File: src/sv/gclp_pkg.sv
// ----------------------------------------------------------------------------
// gclp_pkg
// shared types, codes and constants of the g-code line word parser
// ----------------------------------------------------------------------------
package gclp_pkg;

  typedef enum logic [3:0] {
    PH_LEAD, PH_CMDNUM, PH_BODY, PH_CMD_DONE, PH_BANG,
    PH_BANG_DONE, PH_HELPM, PH_HELP_OK, PH_ERR, PH_DISCARD
  } phase_e;

  typedef enum logic [3:0] {
    OW_NONE, OW_X, OW_Y, OW_Z, OW_T1, OW_T2, OW_T3, OW_F, OW_S, OW_TPEND
  } word_e;

  typedef enum logic [1:0] {
    ST_PARSED   = 2'd0,
    ST_ERROR    = 2'd1,
    ST_TOO_LONG = 2'd2
  } status_e;

  typedef enum logic [1:0] {
    CMD_NONE = 2'd0,
    CMD_G    = 2'd1,
    CMD_M    = 2'd2,
    CMD_HELP = 2'd3
  } cmd_e;

  localparam logic [3:0] KIND_HEADER = 4'd0;
  localparam logic [7:0] LINE_LIMIT_RESET = 8'd128;
  localparam logic [7:0] BANG_NUMBER = 8'd112;

  localparam logic [7:0] CH_LF    = 8'h0A;
  localparam logic [7:0] CH_CR    = 8'h0D;
  localparam logic [7:0] CH_SPACE = 8'h20;
  localparam logic [7:0] CH_TAB   = 8'h09;
  localparam logic [7:0] CH_VT    = 8'h0B;
  localparam logic [7:0] CH_FF    = 8'h0C;
  localparam logic [7:0] CH_SEMI  = 8'h3B;
  localparam logic [7:0] CH_BANG  = 8'h21;
  localparam logic [7:0] CH_DOT   = 8'h2E;
  localparam logic [7:0] CH_MINUS = 8'h2D;
  localparam logic [7:0] CH_0     = 8'h30;
  localparam logic [7:0] CH_1     = 8'h31;
  localparam logic [7:0] CH_3     = 8'h33;
  localparam logic [7:0] CH_9     = 8'h39;
  localparam logic [7:0] CH_LA    = 8'h61;
  localparam logic [7:0] CH_LZ    = 8'h7A;
  localparam logic [7:0] CH_E     = 8'h45;
  localparam logic [7:0] CH_F     = 8'h46;
  localparam logic [7:0] CH_G     = 8'h47;
  localparam logic [7:0] CH_H     = 8'h48;
  localparam logic [7:0] CH_L     = 8'h4C;
  localparam logic [7:0] CH_M     = 8'h4D;
  localparam logic [7:0] CH_P     = 8'h50;
  localparam logic [7:0] CH_S     = 8'h53;
  localparam logic [7:0] CH_T     = 8'h54;
  localparam logic [7:0] CH_X     = 8'h58;
  localparam logic [7:0] CH_Y     = 8'h59;
  localparam logic [7:0] CH_Z     = 8'h5A;

  typedef struct packed {
    status_e    status;
    cmd_e       cmd;
    logic       has_num;
    logic [7:0] present;
  } hdr_t;

  localparam int HDR_W = $bits(hdr_t);

  function automatic logic [23:0] pow10(input logic [2:0] n);
    logic [23:0] r;
    unique case (n)
      3'd0:    r = 24'd1;
      3'd1:    r = 24'd10;
      3'd2:    r = 24'd100;
      3'd3:    r = 24'd1000;
      3'd4:    r = 24'd10000;
      3'd5:    r = 24'd100000;
      3'd6:    r = 24'd1000000;
      default: r = 24'd0;
    endcase
    return r;
  endfunction

  function automatic logic [7:0] help_char(input logic [2:0] n);
    logic [7:0] r;
    unique case (n)
      3'd1:    r = CH_E;
      3'd2:    r = CH_L;
      3'd3:    r = CH_P;
      default: r = CH_H;
    endcase
    return r;
  endfunction

endpackage

File: src/sv/gclp_fifo.sv
// ----------------------------------------------------------------------------
// gclp_fifo
// two-entry queue of line records between the parser front and the emitter
// ----------------------------------------------------------------------------
module gclp_fifo #(
  parameter int WIDTH = 8
) (
  input  logic             clk_i,
  input  logic             rst_ni,
  input  logic             push_i,
  input  logic [WIDTH-1:0] data_i,
  output logic             full_o,
  input  logic             pop_i,
  output logic             valid_o,
  output logic [WIDTH-1:0] data_o
);

  logic [WIDTH-1:0] mem_q [2];
  logic             wr_q, rd_q;
  logic [1:0]       cnt_q;

  assign full_o  = cnt_q == 2'd2;
  assign valid_o = cnt_q != 2'd0;
  assign data_o  = mem_q[rd_q];

  always_ff @(posedge clk_i) begin
    if (push_i) begin
      mem_q[wr_q] <= data_i;
    end
  end

  always_ff @(posedge clk_i or negedge rst_ni) begin
    if (!rst_ni) begin
      wr_q  <= 1'b0;
      rd_q  <= 1'b0;
      cnt_q <= 2'd0;
    end else begin
      if (push_i) wr_q <= ~wr_q;
      if (pop_i) rd_q <= ~rd_q;
      cnt_q <= cnt_q + 2'(push_i) - 2'(pop_i);
    end
  end

endmodule

File: src/sv/gclp_front.sv
// ----------------------------------------------------------------------------
// gclp_front
// per-byte line parser; hands a finished line record to the queue
// ----------------------------------------------------------------------------
module gclp_front #(
  parameter int FRAC_DIGITS = 3,
  parameter int VALUE_BITS  = 32,
  parameter int NUMBER_BITS = 16
) (
  input  logic                           clk_i,
  input  logic                           rst_ni,
  input  logic [7:0]                     line_limit_i,
  input  logic                           in_valid_i,
  output logic                           in_ready_o,
  input  logic [7:0]                     in_byte_i,
  input  logic                           full_i,
  output logic                           push_o,
  output gclp_pkg::hdr_t                 hdr_o,
  output logic [NUMBER_BITS-1:0]         num_o,
  output logic [7:0][VALUE_BITS-1:0]     vals_o
);

  localparam int SW = (VALUE_BITS > 24 ? VALUE_BITS : 24) + 2;
  localparam logic [SW-1:0] CAP = SW'(1) << (VALUE_BITS - 1);
  localparam logic [SW-1:0] CAP_DIV10 = CAP / 10;
  localparam logic [2:0] FD = 3'(FRAC_DIGITS);
  localparam logic [NUMBER_BITS+3:0] NUM_MAX = (NUMBER_BITS+4)'({NUMBER_BITS{1'b1}});

  gclp_pkg::phase_e              phase_q, phase_d;
  gclp_pkg::word_e               ow_q, ow_d;
  gclp_pkg::cmd_e                cmd_q, cmd_d;
  logic [7:0]                    count_q, count_d;
  logic [NUMBER_BITS-1:0]        num_q, num_d;
  logic                          seen_q, seen_d;
  logic [VALUE_BITS-1:0]         acc_q, acc_d;
  logic                          neg_q, neg_d, frac_q, frac_d, stop_q, stop_d;
  logic                          started_q, started_d;
  logic [2:0]                    fcnt_q, fcnt_d;
  logic [7:0]                    present_q, present_d;
  logic [2:0]                    alias_q, alias_d;
  logic [7:0][VALUE_BITS-1:0]    store_q;
  logic                          st_we;
  logic [2:0]                    st_idx;

  logic [7:0]                    c;
  logic                          eol, is_dig, is_ws, accept, need_push, body_done;
  logic                          ow_val, close_ok;
  logic [VALUE_BITS-1:0]         close_v;
  logic [3:0]                    dig;
  logic [SW-1:0]                 acc_x, m, add, sum;
  logic [NUMBER_BITS+3:0]        nv;

  assign eol    = in_byte_i == gclp_pkg::CH_LF || in_byte_i == gclp_pkg::CH_CR;
  assign c      = (in_byte_i >= gclp_pkg::CH_LA && in_byte_i <= gclp_pkg::CH_LZ) ?
                  in_byte_i - 8'd32 : in_byte_i;
  assign is_dig = c >= gclp_pkg::CH_0 && c <= gclp_pkg::CH_9;
  assign is_ws  = c == gclp_pkg::CH_SPACE || c == gclp_pkg::CH_TAB ||
                  c == gclp_pkg::CH_VT || c == gclp_pkg::CH_FF;
  assign dig    = 4'(c - gclp_pkg::CH_0);

  assign need_push = eol ? (phase_q != gclp_pkg::PH_DISCARD &&
                            !(phase_q == gclp_pkg::PH_LEAD && count_q == 8'd0))
                         : (phase_q != gclp_pkg::PH_DISCARD && count_q >= line_limit_i);
  assign in_ready_o = !full_i || !need_push;
  assign accept     = in_valid_i && in_ready_o;

  assign ow_val   = ow_q >= gclp_pkg::OW_X && ow_q <= gclp_pkg::OW_S;
  assign close_ok = ow_val && (started_q ||
                    (ow_q >= gclp_pkg::OW_T1 && ow_q <= gclp_pkg::OW_T3));
  assign close_v  = neg_q ? (VALUE_BITS)'(-acc_q) :
                    ((SW'(acc_q) >= CAP) ? (VALUE_BITS)'(CAP - SW'(1)) : acc_q);
  assign st_idx   = 3'(ow_q - gclp_pkg::OW_X);

  // value digit arithmetic
  always_comb begin
    acc_x = SW'(acc_q);
    if (!frac_q) begin
      m   = (acc_x > CAP_DIV10) ? CAP : (acc_x << 3) + (acc_x << 1);
      add = SW'(dig * gclp_pkg::pow10(FD));
    end else begin
      m   = acc_x;
      add = SW'(dig * gclp_pkg::pow10(FD - fcnt_q - 3'd1));
    end
    sum = m + add;
    if (sum > CAP) sum = CAP;
  end

  assign nv = (NUMBER_BITS+4)'(num_q) * (NUMBER_BITS+4)'(10) + (NUMBER_BITS+4)'(dig);

  always_comb begin
    phase_d   = phase_q;
    ow_d      = ow_q;
    cmd_d     = cmd_q;
    count_d   = count_q;
    num_d     = num_q;
    seen_d    = seen_q;
    acc_d     = acc_q;
    neg_d     = neg_q;
    frac_d    = frac_q;
    stop_d    = stop_q;
    started_d = started_q;
    fcnt_d    = fcnt_q;
    present_d = present_q;
    alias_d   = alias_q;
    st_we     = 1'b0;
    body_done = 1'b0;
    push_o    = 1'b0;
    hdr_o     = '{status: gclp_pkg::ST_ERROR, cmd: gclp_pkg::CMD_NONE,
                  has_num: 1'b0, present: 8'd0};
    num_o     = '0;
    vals_o    = store_q;
    if (accept) begin
      if (eol || (phase_q != gclp_pkg::PH_DISCARD && count_q >= line_limit_i)) begin
        push_o = need_push;
        if (!eol) begin
          hdr_o.status = gclp_pkg::ST_TOO_LONG;
        end else begin
          unique case (phase_q)
            gclp_pkg::PH_CMDNUM, gclp_pkg::PH_BODY, gclp_pkg::PH_CMD_DONE: begin
              hdr_o.status  = gclp_pkg::ST_PARSED;
              hdr_o.cmd     = cmd_q;
              hdr_o.has_num = seen_q;
              hdr_o.present = present_q;
              num_o         = num_q;
              if (close_ok) begin
                hdr_o.present[st_idx] = 1'b1;
                vals_o[st_idx]        = close_v;
              end
            end
            gclp_pkg::PH_BANG, gclp_pkg::PH_BANG_DONE: begin
              hdr_o.status  = gclp_pkg::ST_PARSED;
              hdr_o.cmd     = gclp_pkg::CMD_M;
              hdr_o.has_num = 1'b1;
              num_o         = NUMBER_BITS'(gclp_pkg::BANG_NUMBER);
            end
            gclp_pkg::PH_HELP_OK: begin
              hdr_o.status = gclp_pkg::ST_PARSED;
              hdr_o.cmd    = gclp_pkg::CMD_HELP;
            end
            default: begin
            end
          endcase
        end
        count_d   = 8'd0;
        phase_d   = eol ? gclp_pkg::PH_LEAD : gclp_pkg::PH_DISCARD;
        cmd_d     = gclp_pkg::CMD_NONE;
        num_d     = '0;
        seen_d    = 1'b0;
        present_d = 8'd0;
        alias_d   = 3'd0;
        ow_d      = gclp_pkg::OW_NONE;
        acc_d     = '0;
        neg_d     = 1'b0;
        frac_d    = 1'b0;
        stop_d    = 1'b0;
        started_d = 1'b0;
        fcnt_d    = 3'd0;
      end else if (phase_q != gclp_pkg::PH_DISCARD) begin
        count_d = count_q + 8'd1;
        unique case (phase_q)
          gclp_pkg::PH_LEAD: begin
            if (!is_ws) begin
              priority if (c == gclp_pkg::CH_G) begin
                cmd_d = gclp_pkg::CMD_G;
                phase_d = gclp_pkg::PH_CMDNUM;
              end else if (c == gclp_pkg::CH_M) begin
                cmd_d = gclp_pkg::CMD_M;
                phase_d = gclp_pkg::PH_CMDNUM;
              end else if (c == gclp_pkg::CH_BANG) begin
                phase_d = gclp_pkg::PH_BANG;
              end else if (c == gclp_pkg::CH_H) begin
                alias_d = 3'd1;
                phase_d = gclp_pkg::PH_HELPM;
              end else begin
                phase_d = gclp_pkg::PH_ERR;
              end
            end
          end
          gclp_pkg::PH_CMDNUM, gclp_pkg::PH_BODY: begin
            if (phase_q == gclp_pkg::PH_CMDNUM && is_dig) begin
              num_d  = (nv > NUM_MAX) ? NUMBER_BITS'(NUM_MAX) : NUMBER_BITS'(nv);
              seen_d = 1'b1;
            end else begin
              phase_d = gclp_pkg::PH_BODY;
              if (ow_q == gclp_pkg::OW_TPEND) begin
                ow_d = gclp_pkg::OW_NONE;
                if (is_dig) begin
                  body_done = 1'b1;
                  if (c >= gclp_pkg::CH_1 && c <= gclp_pkg::CH_3) begin
                    ow_d = gclp_pkg::word_e'(4'(gclp_pkg::OW_T1) + 4'(c - gclp_pkg::CH_1));
                  end
                end
              end else if (ow_val) begin
                if (is_dig || c == gclp_pkg::CH_DOT || c == gclp_pkg::CH_MINUS) begin
                  body_done = 1'b1;
                  if (!stop_q) begin
                    priority if (c == gclp_pkg::CH_MINUS) begin
                      if (started_q) stop_d = 1'b1;
                      else neg_d = 1'b1;
                    end else if (c == gclp_pkg::CH_DOT) begin
                      if (frac_q) stop_d = 1'b1;
                      else frac_d = 1'b1;
                    end else if (!frac_q) begin
                      acc_d = VALUE_BITS'(sum);
                    end else if (fcnt_q < FD) begin
                      fcnt_d = fcnt_q + 3'd1;
                      acc_d  = VALUE_BITS'(sum);
                    end
                  end
                  started_d = 1'b1;
                end else if (close_ok) begin
                  st_we = 1'b1;
                  present_d[st_idx] = 1'b1;
                end
              end
              if (!body_done) begin
                acc_d     = '0;
                neg_d     = 1'b0;
                frac_d    = 1'b0;
                stop_d    = 1'b0;
                started_d = 1'b0;
                fcnt_d    = 3'd0;
                priority case (c)
                  gclp_pkg::CH_X:                ow_d = gclp_pkg::OW_X;
                  gclp_pkg::CH_Y:                ow_d = gclp_pkg::OW_Y;
                  gclp_pkg::CH_Z:                ow_d = gclp_pkg::OW_Z;
                  gclp_pkg::CH_F, gclp_pkg::CH_P: ow_d = gclp_pkg::OW_F;
                  gclp_pkg::CH_S:                ow_d = gclp_pkg::OW_S;
                  gclp_pkg::CH_T:                ow_d = gclp_pkg::OW_TPEND;
                  gclp_pkg::CH_SEMI: begin
                    ow_d    = gclp_pkg::OW_NONE;
                    phase_d = gclp_pkg::PH_CMD_DONE;
                  end
                  default:                       ow_d = gclp_pkg::OW_NONE;
                endcase
              end
            end
          end
          gclp_pkg::PH_BANG: begin
            if (c == gclp_pkg::CH_SEMI) phase_d = gclp_pkg::PH_BANG_DONE;
            else if (!is_ws) phase_d = gclp_pkg::PH_ERR;
          end
          gclp_pkg::PH_HELPM: begin
            if (alias_q < 3'd4 && c == gclp_pkg::help_char(alias_q)) begin
              alias_d = alias_q + 3'd1;
              if (alias_q == 3'd3) phase_d = gclp_pkg::PH_HELP_OK;
            end else begin
              phase_d = gclp_pkg::PH_ERR;
            end
          end
          default: begin
          end
        endcase
      end
    end
  end

  always_ff @(posedge clk_i) begin
    if (st_we) begin
      store_q[st_idx] <= close_v;
    end
  end

  always_ff @(posedge clk_i or negedge rst_ni) begin
    if (!rst_ni) begin
      phase_q   <= gclp_pkg::PH_LEAD;
      ow_q      <= gclp_pkg::OW_NONE;
      cmd_q     <= gclp_pkg::CMD_NONE;
      count_q   <= 8'd0;
      num_q     <= '0;
      seen_q    <= 1'b0;
      acc_q     <= '0;
      neg_q     <= 1'b0;
      frac_q    <= 1'b0;
      stop_q    <= 1'b0;
      started_q <= 1'b0;
      fcnt_q    <= 3'd0;
      present_q <= 8'd0;
      alias_q   <= 3'd0;
    end else begin
      phase_q   <= phase_d;
      ow_q      <= ow_d;
      cmd_q     <= cmd_d;
      count_q   <= count_d;
      num_q     <= num_d;
      seen_q    <= seen_d;
      acc_q     <= acc_d;
      neg_q     <= neg_d;
      frac_q    <= frac_d;
      stop_q    <= stop_d;
      started_q <= started_d;
      fcnt_q    <= fcnt_d;
      present_q <= present_d;
      alias_q   <= alias_d;
    end
  end

endmodule

File: src/sv/gclp_back.sv
// ----------------------------------------------------------------------------
// gclp_back
// walks one line record and sends header and word results through an
// output register
// ----------------------------------------------------------------------------
module gclp_back #(
  parameter int VALUE_BITS  = 32,
  parameter int NUMBER_BITS = 16
) (
  input  logic                       clk_i,
  input  logic                       rst_ni,
  input  logic                       head_valid_i,
  input  gclp_pkg::hdr_t             hdr_i,
  input  logic [NUMBER_BITS-1:0]     num_i,
  input  logic [7:0][VALUE_BITS-1:0] vals_i,
  output logic                       pop_o,
  output logic                       out_valid_o,
  input  logic                       out_ready_i,
  output logic [3:0]                 result_kind_o,
  output logic [1:0]                 status_o,
  output logic [1:0]                 command_o,
  output logic [NUMBER_BITS-1:0]     command_number_o,
  output logic                       has_number_o,
  output logic [VALUE_BITS-1:0]      word_value_o,
  output logic                       last_o
);

  logic                   vld_q, vld_d, hdr_sent_q, hdr_sent_d;
  logic [7:0]             mask_q, mask_d, mask_nx;
  logic [3:0]             kind_q, kind_d;
  logic [1:0]             status_q, status_d, cmd_q, cmd_d;
  logic [NUMBER_BITS-1:0] num_q, num_d;
  logic                   hasn_q, hasn_d, last_q, last_d;
  logic [VALUE_BITS-1:0]  val_q, val_d;
  logic [2:0]             idx;

  always_comb begin
    idx = 3'd0;
    for (int i = 7; i >= 0; i--) begin
      if (mask_q[i]) idx = 3'(i);
    end
    mask_nx = mask_q & ~(8'd1 << idx);
  end

  always_comb begin
    vld_d      = vld_q && !out_ready_i;
    hdr_sent_d = hdr_sent_q;
    mask_d     = mask_q;
    kind_d     = kind_q;
    status_d   = status_q;
    cmd_d      = cmd_q;
    num_d      = num_q;
    hasn_d     = hasn_q;
    last_d     = last_q;
    val_d      = val_q;
    pop_o      = 1'b0;
    if (head_valid_i && (!vld_q || out_ready_i)) begin
      vld_d = 1'b1;
      if (!hdr_sent_q) begin
        kind_d   = gclp_pkg::KIND_HEADER;
        status_d = hdr_i.status;
        cmd_d    = hdr_i.cmd;
        num_d    = num_i;
        hasn_d   = hdr_i.has_num;
        val_d    = '0;
        last_d   = hdr_i.present == 8'd0;
        if (hdr_i.present == 8'd0) begin
          pop_o = 1'b1;
        end else begin
          hdr_sent_d = 1'b1;
          mask_d     = hdr_i.present;
        end
      end else begin
        kind_d   = {1'b0, idx} + 4'd1;
        status_d = gclp_pkg::ST_PARSED;
        cmd_d    = gclp_pkg::CMD_NONE;
        num_d    = '0;
        hasn_d   = 1'b0;
        val_d    = vals_i[idx];
        last_d   = mask_nx == 8'd0;
        mask_d   = mask_nx;
        if (mask_nx == 8'd0) begin
          pop_o      = 1'b1;
          hdr_sent_d = 1'b0;
        end
      end
    end
  end

  always_ff @(posedge clk_i) begin
    kind_q   <= kind_d;
    status_q <= status_d;
    cmd_q    <= cmd_d;
    num_q    <= num_d;
    hasn_q   <= hasn_d;
    last_q   <= last_d;
    val_q    <= val_d;
  end

  always_ff @(posedge clk_i or negedge rst_ni) begin
    if (!rst_ni) begin
      vld_q      <= 1'b0;
      hdr_sent_q <= 1'b0;
      mask_q     <= 8'd0;
    end else begin
      vld_q      <= vld_d;
      hdr_sent_q <= hdr_sent_d;
      mask_q     <= mask_d;
    end
  end

  assign out_valid_o      = vld_q;
  assign result_kind_o    = kind_q;
  assign status_o         = status_q;
  assign command_o        = cmd_q;
  assign command_number_o = num_q;
  assign has_number_o     = hasn_q;
  assign word_value_o     = val_q;
  assign last_o           = last_q;

endmodule

File: src/sv/gcode_line_word_parser.sv
// ----------------------------------------------------------------------------
// gcode_line_word_parser
// g-code line parser: bytes in, header and word results out
// ----------------------------------------------------------------------------
// input channel: one byte per word on in_valid_i/in_ready_o; ordinary bytes
// are taken every cycle. a CR/LF or a byte overrunning the line limit
// needs a free slot in the two-entry line queue, else ready drops.
// output channel: out_valid_o/out_ready_i, one result per word from an
// output register; per line a header, then one word result per present
// word in kind order, last_o on the final one.
// a line end's record enters the queue on the accepting edge and its header
// then passes the output register; the emitter sends one result per cycle
// while out_ready_i is high. input takes one byte per cycle while the queue
// has room at line ends; n words give n+1 results, overlapped with new bytes.
// cfg_we_i writes the line limit (reset 128); write only while idle.
// reset clears the parse state (not the stored word values), the queue and the output valid.
// a stalled receiver holds the output; the queue fills and then ready
// drops at the next line end, while ordinary bytes keep flowing.
// ----------------------------------------------------------------------------
module gcode_line_word_parser #(
  parameter int FRAC_DIGITS = 3,
  parameter int VALUE_BITS  = 32,
  parameter int NUMBER_BITS = 16
) (
  input  logic                   clk_i,
  input  logic                   rst_ni,
  input  logic                   cfg_we_i,
  input  logic [7:0]             cfg_wdata_i,
  input  logic                   in_valid_i,
  output logic                   in_ready_o,
  input  logic [7:0]             in_byte_i,
  output logic                   out_valid_o,
  input  logic                   out_ready_i,
  output logic [3:0]             result_kind_o,
  output logic [1:0]             status_o,
  output logic [1:0]             command_o,
  output logic [NUMBER_BITS-1:0] command_number_o,
  output logic                   has_number_o,
  output logic [VALUE_BITS-1:0]  word_value_o,
  output logic                   last_o
);

  localparam int REC_W = gclp_pkg::HDR_W + NUMBER_BITS + 8 * VALUE_BITS;

  logic [7:0]                 limit_q;
  logic                       push, pop, full, head_valid;
  gclp_pkg::hdr_t             f_hdr, h_hdr;
  logic [NUMBER_BITS-1:0]     f_num, h_num;
  logic [7:0][VALUE_BITS-1:0] f_vals, h_vals;
  logic [REC_W-1:0]           head;

  always_ff @(posedge clk_i or negedge rst_ni) begin
    if (!rst_ni) begin
      limit_q <= gclp_pkg::LINE_LIMIT_RESET;
    end else if (cfg_we_i) begin
      limit_q <= cfg_wdata_i;
    end
  end

  gclp_front #(
    .FRAC_DIGITS (FRAC_DIGITS),
    .VALUE_BITS  (VALUE_BITS),
    .NUMBER_BITS (NUMBER_BITS)
  ) u_front (
    .clk_i        (clk_i),
    .rst_ni       (rst_ni),
    .line_limit_i (limit_q),
    .in_valid_i   (in_valid_i),
    .in_ready_o   (in_ready_o),
    .in_byte_i    (in_byte_i),
    .full_i       (full),
    .push_o       (push),
    .hdr_o        (f_hdr),
    .num_o        (f_num),
    .vals_o       (f_vals)
  );

  gclp_fifo #(
    .WIDTH (REC_W)
  ) u_fifo (
    .clk_i   (clk_i),
    .rst_ni  (rst_ni),
    .push_i  (push),
    .data_i  ({f_hdr, f_num, f_vals}),
    .full_o  (full),
    .pop_i   (pop),
    .valid_o (head_valid),
    .data_o  (head)
  );

  assign {h_hdr, h_num, h_vals} = head;

  gclp_back #(
    .VALUE_BITS  (VALUE_BITS),
    .NUMBER_BITS (NUMBER_BITS)
  ) u_back (
    .clk_i            (clk_i),
    .rst_ni           (rst_ni),
    .head_valid_i     (head_valid),
    .hdr_i            (h_hdr),
    .num_i            (h_num),
    .vals_i           (h_vals),
    .pop_o            (pop),
    .out_valid_o      (out_valid_o),
    .out_ready_i      (out_ready_i),
    .result_kind_o    (result_kind_o),
    .status_o         (status_o),
    .command_o        (command_o),
    .command_number_o (command_number_o),
    .has_number_o     (has_number_o),
    .word_value_o     (word_value_o),
    .last_o           (last_o)
  );

`ifndef ASSERT_OFF
  a_no_overflow: assert property (@(posedge clk_i) disable iff (!rst_ni)
    !(push && full))
    else $error("line queue overflow");

  a_no_pop_empty: assert property (@(posedge clk_i) disable iff (!rst_ni)
    pop |-> head_valid)
    else $error("pop from empty line queue");

  a_word_fields: assert property (@(posedge clk_i) disable iff (!rst_ni)
    out_valid_o && result_kind_o != gclp_pkg::KIND_HEADER |->
      status_o == gclp_pkg::ST_PARSED && command_o == gclp_pkg::CMD_NONE)
    else $error("word result with header fields");

  a_error_last: assert property (@(posedge clk_i) disable iff (!rst_ni)
    out_valid_o && status_o != gclp_pkg::ST_PARSED |-> last_o)
    else $error("error header not last");
`endif

endmodule

File: config.mk
export PLATFORM = sky130hd
export DESIGN_NAME = gcode_line_word_parser
export DESIGN_NICKNAME = d
export VERILOG_FILES = /design/src/sv/gclp_pkg.sv /design/src/sv/gclp_fifo.sv /design/src/sv/gclp_front.sv /design/src/sv/gclp_back.sv /design/src/sv/gcode_line_word_parser.sv
export SDC_FILE = /design/constraint.sdc
export NUM_CORES = 2
export LEC_CHECK = 0
export BUFFER_PORTS_ARGS = -buffer_cell sky130_fd_sc_hd__buf_2
export CORE_UTILIZATION = 69
export CTS_CLUSTER_DIAMETER = 200
export CTS_CLUSTER_SIZE = 8
export DETAILED_ROUTE_END_ITERATION = 10
export GPL_ROUTABILITY_DRIVEN = 0
export PLACE_DENSITY = 0.87
export SYNTH_ARGS = -nofsm -noshare
export SYNTH_HDL_FRONTEND = slang
export SYNTH_SLANG_ARGS = --single-unit
File: constraint.sdc
create_clock -name clk_i -period 70.8 [get_ports clk_i]
set_clock_uncertainty 0.05 [all_clocks]
set_input_delay 7.08 -clock clk_i [delete_from_list [all_inputs] [get_ports clk_i]]
set_output_delay 7.08 -clock clk_i [all_outputs]
set_load 0.005 [all_outputs]
* After elaboration in Yosys (flattened, before gate mapping)
Memories as Yosys holds them, arrays and structs flattened.
Index checks and enable logic that the tools add are counted.
** Word-level totals
- Bits of input ports :: 21
- Bits in writable memories :: 570
- Output and inout port bits :: 60
- Bits in latches :: 0
- Word-level logic and storage cells :: 418
- Memory bits (read-only) :: 0
- Register bits after elaboration :: 421
- Memories :: 1
** Memories
- u_fifo.mem_q :: words 2, width 285, read ports 1, clocked after memory_dff 0, write ports 1, RTL line gclp_fifo.sv:18 : logic [WIDTH-1:0] mem_q [2];
** Operators by class
- Bitwise operators :: 5
- Reduce and logical (&&, ||, !) cells :: 61
- Eq/ne operators :: 67
- Divide/modulo/power cells :: 0
- Multipliers :: 3
- Magnitude comparators :: 20
- Add/subtract/negate cells :: 17
- Shift-type cells :: 1
- Multiplexer cells :: 207
** Operators with widths (count)
- 256-bit 2-to-1 mux :: 5
- 32-bit 2-to-1 mux :: 18
- 256-bit bitwise mux :: 1
- 8-bit 2-to-1 mux :: 18
- 20-bit case mux with 7 select lines :: 1
- 16-bit 2-to-1 mux :: 8
- 32-bit binary-select mux with 3-bit select :: 1
- 32-bit demux with 3-bit select :: 1
- 4-bit 2-to-1 mux :: 22
- 3-bit 2-to-1 mux :: 29
- 1-bit 2-to-1 mux :: 81
- 8-bit by 7-bit == test with 1-bit output, second input constant :: 10
- 34-bit 2-to-1 mux :: 2
- 8-bit by 4-bit == test with 1-bit output, second input constant :: 5
- 8-bit by 6-bit == test with 1-bit output, second input constant :: 5
- 34-bit by 28-bit adder with 34-bit output :: 1
- 34-bit by 33-bit adder with 34-bit output :: 1
- 34-bit by 32-bit greater-than comparator with 1-bit output, second input constant :: 1
- 32-bit >= comparator, second input constant :: 1
- 32-bit by 28-bit greater-than comparator with 1-bit output, second input constant :: 1
- 32-bit negator :: 1
- 16-bit case mux with 2 select lines :: 1
- 4-bit by 24-bit multiplier with 28-bit output :: 1
- 28-bit 2-to-1 mux :: 1
- 78 further kinds :: 165

* Logic depth before layout (Yosys ltp)
- Word-level depth :: 23
- Mapped depth :: 36
- Gate-level depth less buffers :: 35

* By module
Synthesis repeated with hierarchy kept, for this count alone.
** Second synthesis, totals
- Cells, all modules :: 5012
- Area total of the unflattened synthesis :: 55573.3 um^2
** By module, submodules not included
- gclp_front :: area each 27222.4 um^2, seq. area each 9814.4 um^2, instances 1, cells each 3387
- gclp_fifo :: area each 21760.9 um^2, seq. area each 17216.5 um^2, instances 1, cells each 902
- gclp_back :: area each 6257.3 um^2, seq. area each 1991.9 um^2, instances 1, cells each 706
- gcode_line_word_parser :: area each 332.8 um^2, seq. area each 201.4 um^2, instances 1, cells each 17

* Worst setup path before layout
Ideal clock, no wire load.
- Path kind :: input to register
- Start point :: input port in_byte_i[2]
- End point :: register u_front.store_q[0] (netlist bit), enable pin
- Data required time :: 69.254 ns
- Arrival :: 33.133 ns
- Slack :: 36.121 ns
- Path buffers :: 5
- Setup time :: 1.496 ns
- Cell stages on the path :: 13
- Cells stage by stage :: clkbuf_1 > inv_1 > clkbuf_1 > ha_1 > clkbuf_1 > nand2_1 > nand2_1 > and3_1 > clkbuf_1 > o21ai_0 > a31oi_1 > clkbuf_1 > nor4_1
** On the way
- Longest elaborated chain between the ends :: 15
- Elaborated cells on any way between the ends :: 29
- Those cells by class :: add/sub: 1; order compare: 4; eq/ne: 4; mux: 10; reduce/logical: 10
** Ends and longest elaborated chain
- start: declaration :: RTL line gcode_line_word_parser.sv:31 : input logic [7:0] in_byte_i,
- 8-bit by 7-bit >= comparator with 1-bit output or 8-bit by 7-bit <= comparator with 1-bit output (tied branches) :: RTL line gclp_front.sv:54 : assign c = (in_byte_i >= gclp_pkg::CH_LA && in_byte_i <= gclp_pkg::CH_LZ) ?
- 1-bit logical AND :: RTL line gclp_front.sv:54
- 8-bit 2-to-1 mux :: RTL line gclp_front.sv:54
- 8-bit by 6-bit >= comparator with 1-bit output or 8-bit by 6-bit <= comparator with 1-bit output (tied branches) :: RTL line gclp_front.sv:56 : assign is_dig = c >= gclp_pkg::CH_0 && c <= gclp_pkg::CH_9;
- 1-bit logical AND :: RTL line gclp_front.sv:56
- 1-bit logical OR (2 in series) :: RTL line gclp_front.sv:194 : if (is_dig || c == gclp_pkg::CH_DOT || c == gclp_pkg::CH_MINUS) begin
- 1-bit 2-to-1 mux :: RTL line gclp_front.sv:194
- 1-bit 2-to-1 mux :: RTL line gclp_front.sv:193 : end else if (ow_val) begin
- 1-bit 2-to-1 mux :: RTL line gclp_front.sv:185 : if (ow_q == gclp_pkg::OW_TPEND) begin
- 1-bit 2-to-1 mux :: RTL line gclp_front.sv:180 : if (phase_q == gclp_pkg::PH_CMDNUM && is_dig) begin
- 1-bit 2-to-1 mux :: RTL line gclp_front.sv:160 : unique case (phase_q)
- 1-bit 2-to-1 mux :: RTL line gclp_front.sv:158 : end else if (phase_q != gclp_pkg::PH_DISCARD) begin
- 1-bit 2-to-1 mux :: RTL line gclp_front.sv:113 : if (eol || (phase_q != gclp_pkg::PH_DISCARD && count_q >= line_limit_i)) begin
- 1-bit 2-to-1 mux * :: RTL line gclp_front.sv:112 : if (accept) begin
- via u_front.st_we :: RTL line gclp_front.sv:42 : logic st_we;
- end signal: indexed assignment :: RTL line gclp_front.sv:260 : store_q[st_idx] <= close_v;
- end: declaration :: RTL line gclp_front.sv:41 : logic [7:0][VALUE_BITS-1:0] store_q;
Mark *: on every way through the listed nets, which the timed path passes. The rest lies on a longest branch.
A chain may end at the register's enable or synchronous reset.

* Worst setup path in the final report
- Start point :: input port in_byte_i[1]
- End point :: output port in_ready_o
** On the way
- Longest elaborated chain between the ends :: 5
- Elaborated cells on any way between the ends :: 6
- Those cells by class :: eq/ne: 2; mux: 1; reduce/logical: 3
** Ends and longest elaborated chain
- 8-bit by 4-bit == test with 1-bit output :: RTL line gclp_front.sv:53 : assign eol = in_byte_i == gclp_pkg::CH_LF || in_byte_i == gclp_pkg::CH_CR;
- 1-bit logical OR * :: RTL line gclp_front.sv:53
- 1-bit 2-to-1 mux * :: RTL line gclp_front.sv:61 : assign need_push = eol ? (phase_q != gclp_pkg::PH_DISCARD &&
- 1-bit logical NOT * :: RTL line gclp_front.sv:64 : assign in_ready_o = !full_i || !need_push;
- 1-bit logical OR * :: RTL line gclp_front.sv:64
- end: declaration :: RTL line gcode_line_word_parser.sv:30 : output logic in_ready_o,
Every way passes the cells marked *; elsewhere a longest branch is shown, timed or not.

==> flow_summary.toml <==
[outcome]
status = "finished with violations"
violations = "design-rule violations"

[die]
die_w_um = 274
rows = 99
die_area_mm2 = 0.0751
dieHeight_um = 274
coreArea_mm2 = 0.0731
io_pins = 81
initial_core_util_pct = 69.9

[flow_run]
drv_cap = 0

[clock_network]
clkTransAtPathRegs_ns = 0.04
clk_latency_ns = 0.75
cts.path.max_buffers = 3
cts.sinks = 991
cts_buffers = 141
htree_levels = 4
cts_root_buffer = "clkbuf_16"
holdBufCountCts = 0
cts-resized-gates = 0
cts_tree = "yes"
post_cts_buffers = 0

[synthesis]
synthCells = 4429
yosysSeqAreaShare_pct = 57.2
ys_seq_elements = 991
syn_nets = 4667
ys_types = 97
synth_edf_count = 884
synth_area_per_cell_um2 = 11.5
synth-async-reset-ratio_pct = 10.8
syn_area_mm2 = 0.0511
synthFlopType = "edfxtp_1"
yosys_warnings = 0

[timing]
whs_ns = 0.449
rsz0062_at_grt = "no"
max_freq_mhz = 60.0
finalSetupTns_ns = 0
setup_viol = 0
period_needed_ns = 16.68
maxSlewViolCount = 0
hold_violations = 0
slew_headroom_pct = 6.87
fin_crit_sh_pct = 23.6
worst_pin_slew_ns = 1.38

[critical_path]
crit_type = "input port to primary output"
path_max_fanout = 16
worstPathRequired_ns = 63.67
worst_setup_path_start_kind = "input port"
end_kind = "primary output"
critPathArrivalTime_ns = 9.55

[power_and_ir_drop]
p_leak_nw = 22.3
powerDensity_mw_per_mm2 = 33.5
peakVddDrop_mv = 0.0338

[finish]
nFillCells = 3967
n_antenna_cell = 0
synthToLayoutAreaGrowth_pct = 10.2
num-nets-final = 4716
instances_no_fill = 5476
drive_gt1_share_pct = 11.7

[routing]
avgViaCountPerCell = 6.87
drtIter0Drc = 5973
wl_per_cell_um = 24.4
wirelength_mm = 134
drtAntennaViolNets = 0
drc = 8
num_vias = 37604
drtPass1Iterations = 11

[global_route]
grt_start_max_net_pins = 119
grt_pass1_vias = 37536
antenna_found_initial = 1
grt_pass1_wl_mm = 206
grt_use_total_pct = 35.8
grt_overflow = 0

[placement]
portBuffers = 80
dp_hpwl_mm = 74.1
placed_cells = 5294

[min_path]
hp-class = "flip-flop to flip-flop"
-- where the power goes --
| part | total, mW | internal (mW) | switching (mW) |
|---|---|---|---|
| combinational | 0.550 | 0.216 | 0.334 |
| sequential | 0.719 | 0.692 | 0.0274 |
| clock | 0.613 | 0.362 | 0.251 |
| total | 1.88 | 1.27 | 0.613 |
-- stage by stage --
stage          utilization (%)  instance area [um^2]  setup WS [ns]  power [mW]
6_report                  77.0                 56300          54.12        1.88
5_1_grt                   77.0                 56300          53.99        1.94
4_1_cts                   77.0                 56300          54.20        1.87
3_5_place_dp              71.6                 52300          54.25        1.25
3_3_place_gp              71.6                 52300          54.37        1.24
2_1_floorplan                -                 51100          36.12        1.10
-- worst max-delay path, cell delays in order --
cell,delay [ns]
buf_2,0.20
inv_1,0.46
ha_1,0.54
nand2_1,0.14
nand2_1,0.12
nand3_1,0.30
a211oi_1,0.39
nand2b_1,0.14
buf_2,0.16
-- path summary, 6_finish.rpt --
path / startpoint / to / slack (ns) / cells after the start
setup / recovery: in_byte_i[1] / in_ready_o / 54.12 / 9
hold / removal: u_front.seen_q / u_front.seen_q / 0.45 / 2
setup reg to reg: u_front.fcnt_q[0] / u_front.acc_q[4] / 61.22 / 32
hold reg to reg: u_front.seen_q / u_front.seen_q / 0.45 / 2
max in group asynchronous: rst_ni / u_front.acc_q[4] / 63.09 / 2
min in group asynchronous: rst_ni / u_front.num_q[12] / 6.33 / 1
-- layout make-up --
class / instances / area, um^2 / share of cell area (%)
Timing Repair Buffer: 139 / 871 / 1.55
Multi-Input combinational cell: 3060 / 20500 / 36.4
Tap cell: 959 / 1200 / 2.13
Sequential cell: 991 / 29200 / 52.0
Inverter: 145 / 544 / 0.967
Clock inverter: 14 / 274 / 0.487
Clock buffer: 168 / 3650 / 6.49
-- cells in the final DEF (no fill, tap or decap), types with 105 or more instances in the layout --
master,n
inv_1,143
o21ai_0,421
mux4_2,128
nor2_1,202
clkbuf_16,142
edfxtp_1,884
ha_1,177
dfrtp_1,105
nand2_1,1047
a21oi_1,129
-- synth_stat cells (23+ instances only) --
cell	instances	area, um^2
a21o_1	40	300
a21oi_1	129	646
a31oi_1	23	144
and2_1	35	219
and3_1	29	181
buf_1	24	90.1
clkbuf_1	202	758
dfrtp_1	106	2650
edfxtp_1	884	26500
fa_1	40	801
ha_1	177	2210
inv_1	144	541
mux2_2	33	372
mux2i_1	97	971
mux4_2	128	2880
nand2_1	1056	3960
nand2b_1	30	188
nand3_1	56	280
nand4_1	25	156
nor2_1	206	773
nor3_1	52	260
o21a_1	28	210
o21ai_0	423	2120
o22ai_1	54	338
xnor2_1	59	517
xor2_1	48	420
-- state kept, by name (all words and copies together) (netlist names), 4 cells and up --
| name | cells |
|---|---|
| u_front.phase_q | 4 |
| u_front.num_q | 16 |
| u_front.acc_q | 32 |
| limit_q | 8 |
| u_front.store_q | 256 |
| u_back.mask_q | 8 |
| u_back.word_value_o | 32 |
| u_front.present_q | 8 |
| u_fifo.mem_q | 570 |
| u_front.count_q | 8 |
| u_front.ow_q | 4 |
| u_back.command_number_o | 16 |
| u_back.result_kind_o | 4 |
-- logic make-up after synthesis --
logic type,count (synthesis),share of synthesized area (%)
XOR/XNOR,107,1.84
multiplexers,259,8.30
adder cells (fa/ha/maj),217,5.91
buffers and inverters,378,2.81
flip-flops,991,57.2
AND/OR/NAND/NOR,1594,13.4
AO/OA/AOI/OAI,883,10.5
-- metal layers --
layer  routed length [um]  global-route usage [%]  vias to the layer above
li1                     -                       -                    16190
met1                47200                    46.3                    17885
met2                63700                    57.7                     2965
met3                15600                    7.29                      562
met4                 7280                    18.7                        2
met5                   20                       0                        -
No activity file was read; power rests on OpenSTA's default activity.
